===== src/jtt_pkg.sv =====
package jtt_pkg;

  localparam int unsigned FieldWidth = 32;
  localparam int unsigned QueueDepth = 4;

  localparam logic [3:0] KIND_END      = 4'd0;
  localparam logic [3:0] KIND_ERROR    = 4'd1;
  localparam logic [3:0] KIND_NULL     = 4'd2;
  localparam logic [3:0] KIND_BOOLEAN  = 4'd3;
  localparam logic [3:0] KIND_INTEGER  = 4'd4;
  localparam logic [3:0] KIND_STRING   = 4'd5;
  localparam logic [3:0] KIND_LPAREN   = 4'd6;
  localparam logic [3:0] KIND_RPAREN   = 4'd7;
  localparam logic [3:0] KIND_LBRACKET = 4'd8;
  localparam logic [3:0] KIND_RBRACKET = 4'd9;
  localparam logic [3:0] KIND_LBRACE   = 4'd10;
  localparam logic [3:0] KIND_RBRACE   = 4'd11;
  localparam logic [3:0] KIND_COMMA    = 4'd12;
  localparam logic [3:0] KIND_COLON    = 4'd13;

  localparam logic [2:0] ERR_NONE     = 3'd0;
  localparam logic [2:0] ERR_BAD_BYTE = 3'd1;
  localparam logic [2:0] ERR_KEYWORD  = 3'd2;
  localparam logic [2:0] ERR_RANGE    = 3'd3;
  localparam logic [2:0] ERR_UNCLOSED = 3'd4;
  localparam logic [2:0] ERR_ESCAPE   = 3'd5;

  localparam logic [1:0] KW_NULL  = 2'd0;
  localparam logic [1:0] KW_TRUE  = 2'd1;
  localparam logic [1:0] KW_FALSE = 2'd2;

  typedef struct packed {
    logic [3:0]            kind;
    logic [2:0]            err;
    logic                  bval;
    logic [62:0]           ival;
    logic [FieldWidth-1:0] sstart;
    logic [FieldWidth-1:0] slen;
    logic [FieldWidth-1:0] line;
    logic [FieldWidth-1:0] col;
    logic                  last_result;
  } jtt_result_t;

  typedef struct packed {
    logic [1:0]  count;
    jtt_result_t first;
    jtt_result_t second;
  } jtt_pair_t;

  function automatic jtt_result_t mk_result(logic [3:0] kind, logic [2:0] err, logic bval,
                                            logic [62:0] ival,
                                            logic [FieldWidth-1:0] sstart,
                                            logic [FieldWidth-1:0] slen,
                                            logic [FieldWidth-1:0] line,
                                            logic [FieldWidth-1:0] col);
    jtt_result_t r;
    r.kind        = kind;
    r.err         = err;
    r.bval        = bval;
    r.ival        = ival;
    r.sstart      = sstart;
    r.slen        = slen;
    r.line        = line;
    r.col         = col;
    r.last_result = 1'b0;
    return r;
  endfunction

  function automatic logic [2:0] kw_len(logic [1:0] sel);
    return (sel == KW_FALSE) ? 3'd4 : 3'd3;
  endfunction

  // remaining characters of null, true, false after the first one
  function automatic logic [7:0] kw_char(logic [1:0] sel, logic [2:0] prog);
    logic [7:0] c;
    c = 8'h00;
    case ({sel, prog})
      {KW_NULL, 3'd0}:  c = "u";
      {KW_NULL, 3'd1}:  c = "l";
      {KW_NULL, 3'd2}:  c = "l";
      {KW_TRUE, 3'd0}:  c = "r";
      {KW_TRUE, 3'd1}:  c = "u";
      {KW_TRUE, 3'd2}:  c = "e";
      {KW_FALSE, 3'd0}: c = "a";
      {KW_FALSE, 3'd1}: c = "l";
      {KW_FALSE, 3'd2}: c = "s";
      {KW_FALSE, 3'd3}: c = "e";
      default:          c = 8'h00;
    endcase
    return c;
  endfunction

  // KIND_END when the byte is no punctuation
  function automatic logic [3:0] punct_kind(logic [7:0] b);
    logic [3:0] k;
    k = KIND_END;
    case (b)
      "(":     k = KIND_LPAREN;
      ")":     k = KIND_RPAREN;
      "[":     k = KIND_LBRACKET;
      "]":     k = KIND_RBRACKET;
      "{":     k = KIND_LBRACE;
      "}":     k = KIND_RBRACE;
      ",":     k = KIND_COMMA;
      ":":     k = KIND_COLON;
      default: k = KIND_END;
    endcase
    return k;
  endfunction

endpackage


===== src/json_text_tokenizer_unit.sv =====
// A result enters the result queue in the cycle after the transfer of the byte that causes it.
// Throughput: one byte per cycle while the input is not stalled; a byte causing two results queues both at once.
// Results wait in a four-entry queue; input stalls when fewer than two entries are free.
// Reset (rst_ni low, asynchronous): idle, line 1, column 0, position 0, queue empty.
module json_text_tokenizer_unit #(
  parameter int unsigned POSITION_WIDTH = 32
) (
  input  logic                             clk_i,
  input  logic                             rst_ni,
  input  logic                             in_valid_i,
  output logic                             in_stall_o,
  input  logic [7:0]                       in_byte_i,
  input  logic                             end_of_input_i,
  output logic                             out_valid_o,
  input  logic                             out_stall_i,
  output logic [3:0]                       token_kind_o,
  output logic [2:0]                       error_code_o,
  output logic                             bool_value_o,
  output logic [62:0]                      int_value_o,
  output logic [jtt_pkg::FieldWidth-1:0]   string_start_o,
  output logic [jtt_pkg::FieldWidth-1:0]   string_length_o,
  output logic [jtt_pkg::FieldWidth-1:0]   token_line_o,
  output logic [jtt_pkg::FieldWidth-1:0]   token_col_o,
  output logic                             last_result_o
);
  import jtt_pkg::*;

  logic        accept;
  logic        pop;
  logic        full;
  jtt_pair_t   pair;
  jtt_result_t head;

  assign accept = in_valid_i && !full;
  assign pop    = out_valid_o && !out_stall_i;

  jtt_scan #(
    .POSITION_WIDTH(POSITION_WIDTH)
  ) u_scan (
    .clk_i          (clk_i),
    .rst_ni         (rst_ni),
    .accept_i       (accept),
    .in_byte_i      (in_byte_i),
    .end_of_input_i (end_of_input_i),
    .results_o      (pair)
  );

  jtt_result_queue u_queue (
    .clk_i       (clk_i),
    .rst_ni      (rst_ni),
    .push_i      (pair),
    .pop_i       (pop),
    .head_o      (head),
    .not_empty_o (out_valid_o),
    .full_o      (full)
  );

  assign in_stall_o      = full;
  assign token_kind_o    = head.kind;
  assign error_code_o    = head.err;
  assign bool_value_o    = head.bval;
  assign int_value_o     = head.ival;
  assign string_start_o  = head.sstart;
  assign string_length_o = head.slen;
  assign token_line_o    = head.line;
  assign token_col_o     = head.col;
  assign last_result_o   = head.last_result;

endmodule


===== src/jtt_scan.sv =====
module jtt_scan #(
  parameter int unsigned POSITION_WIDTH = 32
) (
  input  logic             clk_i,
  input  logic             rst_ni,
  input  logic             accept_i,
  input  logic [7:0]       in_byte_i,
  input  logic             end_of_input_i,
  output jtt_pkg::jtt_pair_t results_o
);
  import jtt_pkg::*;

  localparam int unsigned PW = POSITION_WIDTH;
  localparam logic [PW-1:0] PosOne = PW'(1);

  localparam logic [2:0] MODE_IDLE    = 3'd0;
  localparam logic [2:0] MODE_KEYWORD = 3'd1;
  localparam logic [2:0] MODE_NUMBER  = 3'd2;
  localparam logic [2:0] MODE_STRING  = 3'd3;
  localparam logic [2:0] MODE_SKIP    = 3'd4;
  localparam logic [2:0] MODE_ESCAPED = 3'd5;

  logic [2:0]    mode_q, mode_d;
  logic [1:0]    kw_sel_q, kw_sel_d;
  logic [2:0]    kw_prog_q, kw_prog_d;
  logic [62:0]   acc_q, acc_d;
  logic [PW-1:0] pos_q, pos_d;
  logic [PW-1:0] line_q, line_d;
  logic [PW-1:0] col_q, col_d;
  logic [PW-1:0] sline_q, sline_d;
  logic [PW-1:0] scol_q, scol_d;
  logic [PW-1:0] spos_q, spos_d;
  logic          err_q, err_d;

  logic [7:0]  b;
  logic        is_digit;
  logic [3:0]  pkind;
  logic [66:0] prod;
  logic        ovf;
  logic [FieldWidth-1:0] sline32, scol32, line32, col32;

  jtt_result_t res [2];
  logic [1:0]  cnt;
  logic        slot;
  logic        idle_run;

  assign b        = in_byte_i;
  assign is_digit = (b >= "0") && (b <= "9");
  assign pkind    = punct_kind(b);
  assign prod     = ({4'b0, acc_q} << 3) + ({4'b0, acc_q} << 1) + 67'(b[3:0]);
  assign ovf      = |prod[66:63];
  assign sline32  = FieldWidth'(sline_q);
  assign scol32   = FieldWidth'(scol_q);
  assign line32   = FieldWidth'(line_q);
  assign col32    = FieldWidth'(col_q);

  always_comb begin
    mode_d    = mode_q;
    kw_sel_d  = kw_sel_q;
    kw_prog_d = kw_prog_q;
    acc_d     = acc_q;
    pos_d     = pos_q;
    line_d    = line_q;
    col_d     = col_q;
    sline_d   = sline_q;
    scol_d    = scol_q;
    spos_d    = spos_q;
    err_d     = err_q;
    res[0]    = '0;
    res[1]    = '0;
    cnt       = 2'd0;
    slot      = 1'b0;
    idle_run  = 1'b0;

    if (accept_i) begin
      if (end_of_input_i) begin
        if (!err_q) begin
          case (mode_q)
            MODE_IDLE: ;
            MODE_KEYWORD: begin
              res[0] = mk_result(KIND_ERROR, ERR_KEYWORD, 1'b0, '0, '0, '0, sline32, scol32);
              cnt    = 2'd1;
            end
            MODE_NUMBER: begin
              res[0] = mk_result(KIND_INTEGER, ERR_NONE, 1'b0, acc_q, '0, '0, sline32, scol32);
              cnt    = 2'd1;
            end
            default: begin
              res[0] = mk_result(KIND_ERROR, ERR_UNCLOSED, 1'b0, '0, '0, '0, sline32, scol32);
              cnt    = 2'd1;
            end
          endcase
        end
        res[cnt[0]] = mk_result(KIND_END, ERR_NONE, 1'b0, '0, '0, '0, line32, col32);
        cnt       = cnt + 2'd1;
        mode_d    = MODE_IDLE;
        kw_sel_d  = KW_NULL;
        kw_prog_d = 3'd0;
        acc_d     = '0;
        pos_d     = '0;
        line_d    = PosOne;
        col_d     = '0;
        sline_d   = PosOne;
        scol_d    = '0;
        spos_d    = '0;
        err_d     = 1'b0;
      end else if (!err_q) begin
        case (mode_q)
          MODE_KEYWORD: begin
            if (b == kw_char(kw_sel_q, kw_prog_q)) begin
              pos_d     = pos_q + PosOne;
              col_d     = col_q + PosOne;
              kw_prog_d = kw_prog_q + 3'd1;
              if (kw_prog_d == kw_len(kw_sel_q)) begin
                if (kw_sel_q == KW_NULL) begin
                  res[0] = mk_result(KIND_NULL, ERR_NONE, 1'b0, '0, '0, '0, sline32, scol32);
                end else begin
                  res[0] = mk_result(KIND_BOOLEAN, ERR_NONE, kw_sel_q == KW_TRUE, '0, '0, '0,
                                     sline32, scol32);
                end
                cnt    = 2'd1;
                mode_d = MODE_IDLE;
              end
            end else begin
              res[0] = mk_result(KIND_ERROR, ERR_KEYWORD, 1'b0, '0, '0, '0, sline32, scol32);
              cnt    = 2'd1;
              err_d  = 1'b1;
              mode_d = MODE_IDLE;
            end
          end
          MODE_NUMBER: begin
            if (is_digit) begin
              if (ovf) begin
                res[0] = mk_result(KIND_ERROR, ERR_RANGE, 1'b0, '0, '0, '0, sline32, scol32);
                cnt    = 2'd1;
                err_d  = 1'b1;
                mode_d = MODE_IDLE;
              end else begin
                acc_d = prod[62:0];
                pos_d = pos_q + PosOne;
                col_d = col_q + PosOne;
              end
            end else begin
              res[0]   = mk_result(KIND_INTEGER, ERR_NONE, 1'b0, acc_q, '0, '0, sline32, scol32);
              cnt      = 2'd1;
              slot     = 1'b1;
              mode_d   = MODE_IDLE;
              idle_run = 1'b1;
            end
          end
          MODE_STRING: begin
            if (b == "\"") begin
              res[0] = mk_result(KIND_STRING, ERR_NONE, 1'b0, '0, FieldWidth'(spos_q),
                                 FieldWidth'(pos_q - spos_q), sline32, scol32);
              cnt    = 2'd1;
              mode_d = MODE_IDLE;
            end else if (b == "\\") begin
              mode_d = MODE_SKIP;
            end
            pos_d = pos_q + PosOne;
            col_d = col_q + PosOne;
          end
          MODE_SKIP: begin
            mode_d = MODE_ESCAPED;
            pos_d  = pos_q + PosOne;
            col_d  = col_q + PosOne;
          end
          MODE_ESCAPED: begin
            if (b == "\"") begin
              res[0] = mk_result(KIND_ERROR, ERR_ESCAPE, 1'b0, '0, '0, '0, sline32, scol32);
              cnt    = 2'd1;
              err_d  = 1'b1;
              mode_d = MODE_IDLE;
            end else begin
              if (b == "\\") begin
                mode_d = MODE_SKIP;
              end
              pos_d = pos_q + PosOne;
              col_d = col_q + PosOne;
            end
          end
          default: begin
            mode_d   = MODE_IDLE;
            idle_run = 1'b1;
          end
        endcase

        if (idle_run) begin
          if ((b == " ") || (b == 8'h09) || (b == 8'h0B)) begin
            pos_d = pos_q + PosOne;
            col_d = col_q + PosOne;
          end else if (b == 8'h0A) begin
            pos_d  = pos_q + PosOne;
            line_d = line_q + PosOne;
            col_d  = '0;
          end else if (pkind != KIND_END) begin
            res[slot] = mk_result(pkind, ERR_NONE, 1'b0, '0, '0, '0, line32, col32);
            cnt       = cnt + 2'd1;
            pos_d     = pos_q + PosOne;
            col_d     = col_q + PosOne;
          end else if ((b == "n") || (b == "t") || (b == "f")) begin
            sline_d   = line_q;
            scol_d    = col_q;
            kw_sel_d  = (b == "n") ? KW_NULL : (b == "t") ? KW_TRUE : KW_FALSE;
            kw_prog_d = 3'd0;
            mode_d    = MODE_KEYWORD;
            pos_d     = pos_q + PosOne;
            col_d     = col_q + PosOne;
          end else if (is_digit) begin
            sline_d = line_q;
            scol_d  = col_q;
            acc_d   = 63'(b[3:0]);
            mode_d  = MODE_NUMBER;
            pos_d   = pos_q + PosOne;
            col_d   = col_q + PosOne;
          end else if (b == "\"") begin
            sline_d = line_q;
            scol_d  = col_q;
            pos_d   = pos_q + PosOne;
            col_d   = col_q + PosOne;
            spos_d  = pos_q + PosOne;
            mode_d  = MODE_STRING;
          end else begin
            res[slot] = mk_result(KIND_ERROR, ERR_BAD_BYTE, 1'b0, '0, '0, '0, line32, col32);
            cnt       = cnt + 2'd1;
            err_d     = 1'b1;
            mode_d    = MODE_IDLE;
          end
        end
      end
    end

    if (cnt == 2'd2) begin
      res[1].last_result = 1'b1;
    end else begin
      res[0].last_result = 1'b1;
    end
  end

  assign results_o.count  = cnt;
  assign results_o.first  = res[0];
  assign results_o.second = res[1];

  always_ff @(posedge clk_i or negedge rst_ni) begin
    if (!rst_ni) begin
      mode_q    <= MODE_IDLE;
      kw_sel_q  <= KW_NULL;
      kw_prog_q <= 3'd0;
      acc_q     <= '0;
      pos_q     <= '0;
      line_q    <= PosOne;
      col_q     <= '0;
      sline_q   <= PosOne;
      scol_q    <= '0;
      spos_q    <= '0;
      err_q     <= 1'b0;
    end else begin
      mode_q    <= mode_d;
      kw_sel_q  <= kw_sel_d;
      kw_prog_q <= kw_prog_d;
      acc_q     <= acc_d;
      pos_q     <= pos_d;
      line_q    <= line_d;
      col_q     <= col_d;
      sline_q   <= sline_d;
      scol_q    <= scol_d;
      spos_q    <= spos_d;
      err_q     <= err_d;
    end
  end

endmodule


===== src/jtt_result_queue.sv =====
module jtt_result_queue (
  input  logic                 clk_i,
  input  logic                 rst_ni,
  input  jtt_pkg::jtt_pair_t   push_i,
  input  logic                 pop_i,
  output jtt_pkg::jtt_result_t head_o,
  output logic                 not_empty_o,
  output logic                 full_o
);
  import jtt_pkg::*;

  localparam int unsigned PtrW = $clog2(QueueDepth);
  localparam int unsigned CntW = $clog2(QueueDepth + 1);
  localparam logic [CntW-1:0] RoomLimit = CntW'(QueueDepth - 2);

  jtt_result_t   mem_q [QueueDepth];
  logic [PtrW-1:0] wr_ptr_q, rd_ptr_q;
  logic [CntW-1:0] cnt_q;

  assign head_o      = mem_q[rd_ptr_q];
  assign not_empty_o = cnt_q != '0;
  // room must remain for two results
  assign full_o      = cnt_q > RoomLimit;

  always_ff @(posedge clk_i) begin
    if (push_i.count != 2'd0) begin
      mem_q[wr_ptr_q] <= push_i.first;
    end
    if (push_i.count == 2'd2) begin
      mem_q[wr_ptr_q + PtrW'(1)] <= push_i.second;
    end
  end

  always_ff @(posedge clk_i or negedge rst_ni) begin
    if (!rst_ni) begin
      wr_ptr_q <= '0;
      rd_ptr_q <= '0;
      cnt_q    <= '0;
    end else begin
      wr_ptr_q <= wr_ptr_q + PtrW'(push_i.count);
      rd_ptr_q <= rd_ptr_q + PtrW'(pop_i);
      cnt_q    <= cnt_q + CntW'(push_i.count) - CntW'(pop_i);
    end
  end

endmodule


===== config.mk =====
export PLATFORM = sky130hd
export DESIGN_NAME = json_text_tokenizer_unit
export DESIGN_NICKNAME = d
export VERILOG_FILES = /design/src/jtt_pkg.sv /design/src/json_text_tokenizer_unit.sv /design/src/jtt_scan.sv /design/src/jtt_result_queue.sv
export SDC_FILE = /design/constraint.sdc
export NUM_CORES = 2
export LEC_CHECK = 0
export BUFFER_PORTS_ARGS = -buffer_cell sky130_fd_sc_hd__buf_2
export CORE_MARGIN = 8
export CORE_UTILIZATION = 30
export CTS_BUF_LIST = sky130_fd_sc_hd__clkbuf_4
export DETAILED_ROUTE_END_ITERATION = 8
export GPL_TIMING_DRIVEN = 1
export SYNTH_ARGS = -nofsm -noshare
export SYNTH_HDL_FRONTEND = slang
export SYNTH_SLANG_ARGS = --single-unit

===== constraint.sdc =====
create_clock -name clk_i -period 44.5 [get_ports clk_i]
set_input_delay 4.45 -clock clk_i [delete_from_list [all_inputs] [get_ports clk_i]]
set_output_delay 4.45 -clock clk_i [all_outputs]
set_load 0.02 [all_outputs]

# After elaboration in Yosys (flattened, before gate mapping)
# Memories as Yosys holds them, arrays and structs flattened.
# Cells that the tools add are included.
[totals]
ff_bits = 271
ram_bits = 800
rom_bits = 224
input_bits = 13
wordCells = 297
n_memories = 2
[memory_table]
columns = ["memory", "words", "word_bits", "rd", "rd_clocked_by_memory_dff", "write_ports", "line_no", "rtl"]
rows = [
  ["u_queue.mem_q", 4, 200, 1, 0, 2, "jtt_result_queue.sv:16", "jtt_result_t mem_q [QueueDepth];"],
  ["(name not given)", 32, 7, 1, 0, 0, "jtt_pkg.sv:77", "case ({sel, prog})"],
]
[classes]
n_addsub = 14
magnitude_cmp = 7
eq_ne = 33
n_mux = 195
bitwise_logic = 2
reduce_logical = 30
[op_table]
columns = ["cell", "count"]
rows = [
  ["400-bit two-way mux", 10],
  ["200-bit two-way mux", 10],
  ["32-bit two-way mux", 58],
  ["400-bit bitwise mux", 3],
  ["200-bit case mux with 4 select lines", 1],
  ["63-bit two-way mux", 11],
  ["199-bit case mux with 3 select lines", 1],
  ["197-bit two-way mux", 3],
  ["200-bit demux with 1-bit select", 2],
  ["199-bit two-way mux", 2],
  ["32-bit case mux with 4 select lines", 2],
  ["32-bit by 1-bit adder with 32-bit output, second input constant", 3],
  ["3-bit two-way mux", 24],
  ["66-bit by 64-bit adder with 67-bit output", 1],
  ["67-bit by 4-bit adder with 67-bit output", 1],
  ["8-bit by 7-bit == test with 1-bit output, second input constant", 8],
  ["2-bit two-way mux", 26],
  ["8-bit by 6-bit == test with 1-bit output, second input constant", 6],
  ["1-bit two-way mux", 33],
  ["8-bit two-way mux", 4],
  ["4-bit case mux with 8 select lines", 1],
  ["32-bit subtractor", 1],
  ["8-bit by 4-bit == test with 1-bit output, second input constant", 3],
  ["7-bit AND reduction", 2],
  ["other kinds (37)", 65],
]

# Logic depth before layout (Yosys ltp)
[logic_depth]
ltp_word = 25
depth_mapped = 30

# Modules after synthesis
# From an unflattened synthesis, not the netlist that was laid out.
[hier_totals]
hier_cells = 4835
hier_area_um2 = 62182.1
[modules_own_cells]
columns = ["mod", "instances", "cells_per_inst", "area_each_um2"]
rows = [
  ["jtt_result_queue", 1, 1971, 39206.4],
  ["jtt_scan", 1, 2862, 22948.3],
  ["json_text_tokenizer_unit", 1, 2, 27.5],
]

# Worst setup path after synthesis
# OpenSTA, ideal clock, no wires.
[synth_timing]
path_type = "input-to-reg"
startpoint = "in in_byte_i[3]"
endpoint = "mem u_queue.mem_q[0][0] (netlist bit), enable pin"
setup_time_ns = 1.053
arrival_time_ns = 24.144
required_ns = 43.447
slack_ns = 19.303
stages = 26
cell_sequence = "clkbuf_1 inv_1 fa_1 inv_1 fa_1 a21oi_1 o211a_1 o31ai_2 o31a_1 a21o_1 a31oi_2 nor4_1 a211o_1 a2111oi_2 buf_2 buf_2 nor2_1 ha_1 inv_1 a21oi_1 nor2_1 nor2_1 nand2_1 o31ai_1 nor2_1 o31ai_1"
[synth_rtl]
columns = ["item", "line_no", "rtl"]
rows = [
  ["start: declaration", "json_text_tokenizer_unit.sv:12", "input logic [7:0] in_byte_i,"],
  ["end: declaration", "jtt_result_queue.sv:16", ""],
]

==> qor.yml <==
outcome:
  status: "complete, no violations"
floorplan:
  dieWidth_um: 451
  io_pins: 215
  dieArea_sq_um: 203000
  coreArea_sq_um: 188000
  start_util_pct: 30.2
  chipHeight_um: 451
  num_rows: 159
placed_design:
  place_area_sq_um: 60200
  place_inst: 7251
  dp_hpwl_mm: 104
  dp_slack_ps: 31540
  gp_congestion: 0.865
  io_buffers: 214
global_routing:
  grt_pass1_vias: 41888
  met1_usage_pct: 18.9
  gr-max-usage-layer: "met2"
  use_met3_pct: 2.85
  grt_max_degree: 159
  grtUsageMet2_pct: 28.1
  track_usage_pct: 15.7
  grt_pass1_wl_mm: 252
  grt_antenna_before_repair: 15
  overflow: 0
critical_path:
  end_kind: "register"
  path_max_fanout: 66
  cp_slowest_cell: "buf_4"
  path_buf_inv: 7
  arrival_ps: 12520
  cp-startpoint: "in_byte_i[3]"
  critical_path.top_delay_family: "compound AO/OA/AOI/OAI gates"
  crit_required_ps: 45250
  cp-start-kind: "input port"
  path_common_cell: "nor2_1"
  critPathKind: "input port to register"
  r2r_start: "u_scan.acc_q[0]$_DFFE_PN0P_"
  slowest_delay_ps: 900
logic_synthesis:
  ys_top_cells_by_count: "edfxtp_1, nor2_1, nand2_1, mux2i_1, dfrtp_1"
  syn_inst: 4841
  synth_cell_type_count: 93
  yosysMostFrequentCell: "edfxtp_1"
  synth_top_area_share_pct: 42.3
  yosysSeqAreaShare_pct: 54.3
  synthArstFlopShare_pct: 25.3
  yosysWarningCount: 0
  netlist.top_cell.by_area: "edfxtp_1"
  yosys-top-cells-area: "edfxtp_1, dfrtp_1, mux4_2"
  ys_ff_latch: 1071
  syn_area_sq_um: 56800
  syn_nets: 5029
  synth_edf_count: 800
  ys.flop_type: "edfxtp_1"
  syn_avg_cell_area_sq_um: 11.7
sta:
  final.setup.worst_slack_ps: 32730
  slew_headroom_pct: 20.3
  setup_tns_ps: 0
  worst_slew_pin_slew_ps: 1200
  hold_violations: 0
  fmax_mhz: 85.0
  period_share_pct: 26.4
  clock_skew_ps: 133
  report.final.slew_viol_count: 0
  setup_viol: 0
  rsz0062_at_grt: "false"
  whs_ps: 475
  finalCriticalPeriod_ps: 11770
detailed_routing:
  drcViolationCount: 0
  ant_nets: 0
  drt_iter0_drc: 2972
  wl_per_cell_um: 21.1
  vias: 40456
  firstDrtPassIters: 5
  drt_wl_total_mm: 164
  viasPerCell: 5.19
clock_tree:
  numClockSinks: 1071
  root_buffer: "clkbuf_4"
  clk_latency_ps: 1240
  cts_buffers: 310
  htree_levels: 5
  cts_tree: "yes"
  clockBufferDepth: 4
  hold_buffers: 0
  cts_setup_buffers: 0
  clk_pin_slew_ps: 60
  cts-resized-gates: 0
final_layout:
  fin_area_sq_um: 64000
  num-fill-cells: 18684
  utilization_pct: 34.1
  final_cells: 7788
  drive_above_1_share_pct: 19.5
  syn_to_final_growth_pct: 12.8
  nNetsFinal: 5256
power:
  ir_drop_v: 0.0000503
  p_leak_nw: 25.7
  power_density_nw_per_um2: 48.1
  p_total_mw: 3.08
hold_path:
  hold_path_class: "register to register"
  holdCritStartpoint: "u_scan.spos_q[9]$_DFFE_PN0P_"
flow_run:
  maxCapViolations: 0
==> layout make-up <==
type	instances	area (sq um)	share of cell area, %
antenna	11	27.5	0.0430
clock buffer	472	3540	5.53
clock inverter	54	292	0.455
inverter	166	623	0.973
multi-input combinational	3244	24000	37.5
sequential	1071	30800	48.1
tap	2495	3120	4.87
timing repair buffer	275	1600	2.50
==> tightest hold or removal path, cell delays in order (launching register included) <==
cell and delay, ps:
dfrtp_1 340, nand2_1 50, o21ai_0 60
==> sequential cells by signal, indices dropped and copies added, names as in the netlist, 32 cells and up <==
register / flops
u_scan.col32: 32
u_scan.sline32: 32
u_scan.acc_q: 63
u_scan.scol32: 32
u_scan.spos_q: 32
u_scan.pos_q: 32
u_scan.line32: 32
u_queue.mem_q: 800
==> layout by cell type (no fill, tap or decap), drive strengths merged, types with 13 or more instances in the layout <==
master / n
edfxtp: 800
nor2: 656
clkbuf: 472
nand2: 415
buf: 275
mux2i: 272
dfrtp: 269
a21oi: 249
mux4: 200
ha: 171
inv: 170
o21ai: 170
nand3: 149
a22o: 122
xor2: 86
o31ai: 71
o211ai: 68
xnor2: 67
nor3: 63
and3: 58
clkinv: 47
a21o: 44
nand4: 34
nand2b: 25
a31oi: 25
o41ai: 23
a211oi: 20
nor4: 19
o21a: 17
o21bai: 16
nor2b: 15
or4: 14
and2: 13
==> metal layers <==
metal	vias up	share of wire, %
li1	18662	-
met1	20270	41
met2	1231	51
met3	293	5.5
met4	0	2.9
met5	-	0
==> power by group <==
group          internal [mW]  switching, mW
sequential              1.18         0.0442
combinational          0.317          0.621
clock                  0.497          0.422
==> cell families (layout without fill, tap and decap cells) <==
| family | count (synthesis) | count (layout) | share of synthesized area, % |
|---|---|---|---|
| buffers and inverters | 526 | 967 | 3.84 |
| xor gates and xnor gates | 153 | 153 | 2.36 |
| and+or+nand+nor | 1512 | 1512 | 11.7 |
| muxes | 478 | 478 | 12.9 |
| DFF | 1071 | 1071 | 54.3 |
| adders and majority gates | 175 | 175 | 3.91 |
| AOI/OAI and AO/OA | 926 | 926 | 11.1 |
| other | 0 | 11 | 0 |
==> final timing paths <==
path | to | slack [ps] | cells past startpoint
setup / recovery | u_queue.mem_q[2][26]$_DFFE_PP_ | 32730 | 27
hold / removal | u_scan.spos_q[9]$_DFFE_PN0P_ | 480 | 2
setup reg to reg | u_queue.mem_q[2][26]$_DFFE_PP_ | 35850 | 26
hold reg to reg | u_scan.spos_q[9]$_DFFE_PN0P_ | 480 | 2
max in group asynchronous | u_scan.scol32[24]$_DFFE_PN0P_ | 39980 | 2
min in group asynchronous | u_scan.acc_q[40]$_DFFE_PN0P_ | 3180 | 1
No activity file was read; power rests on OpenSTA's default activity.
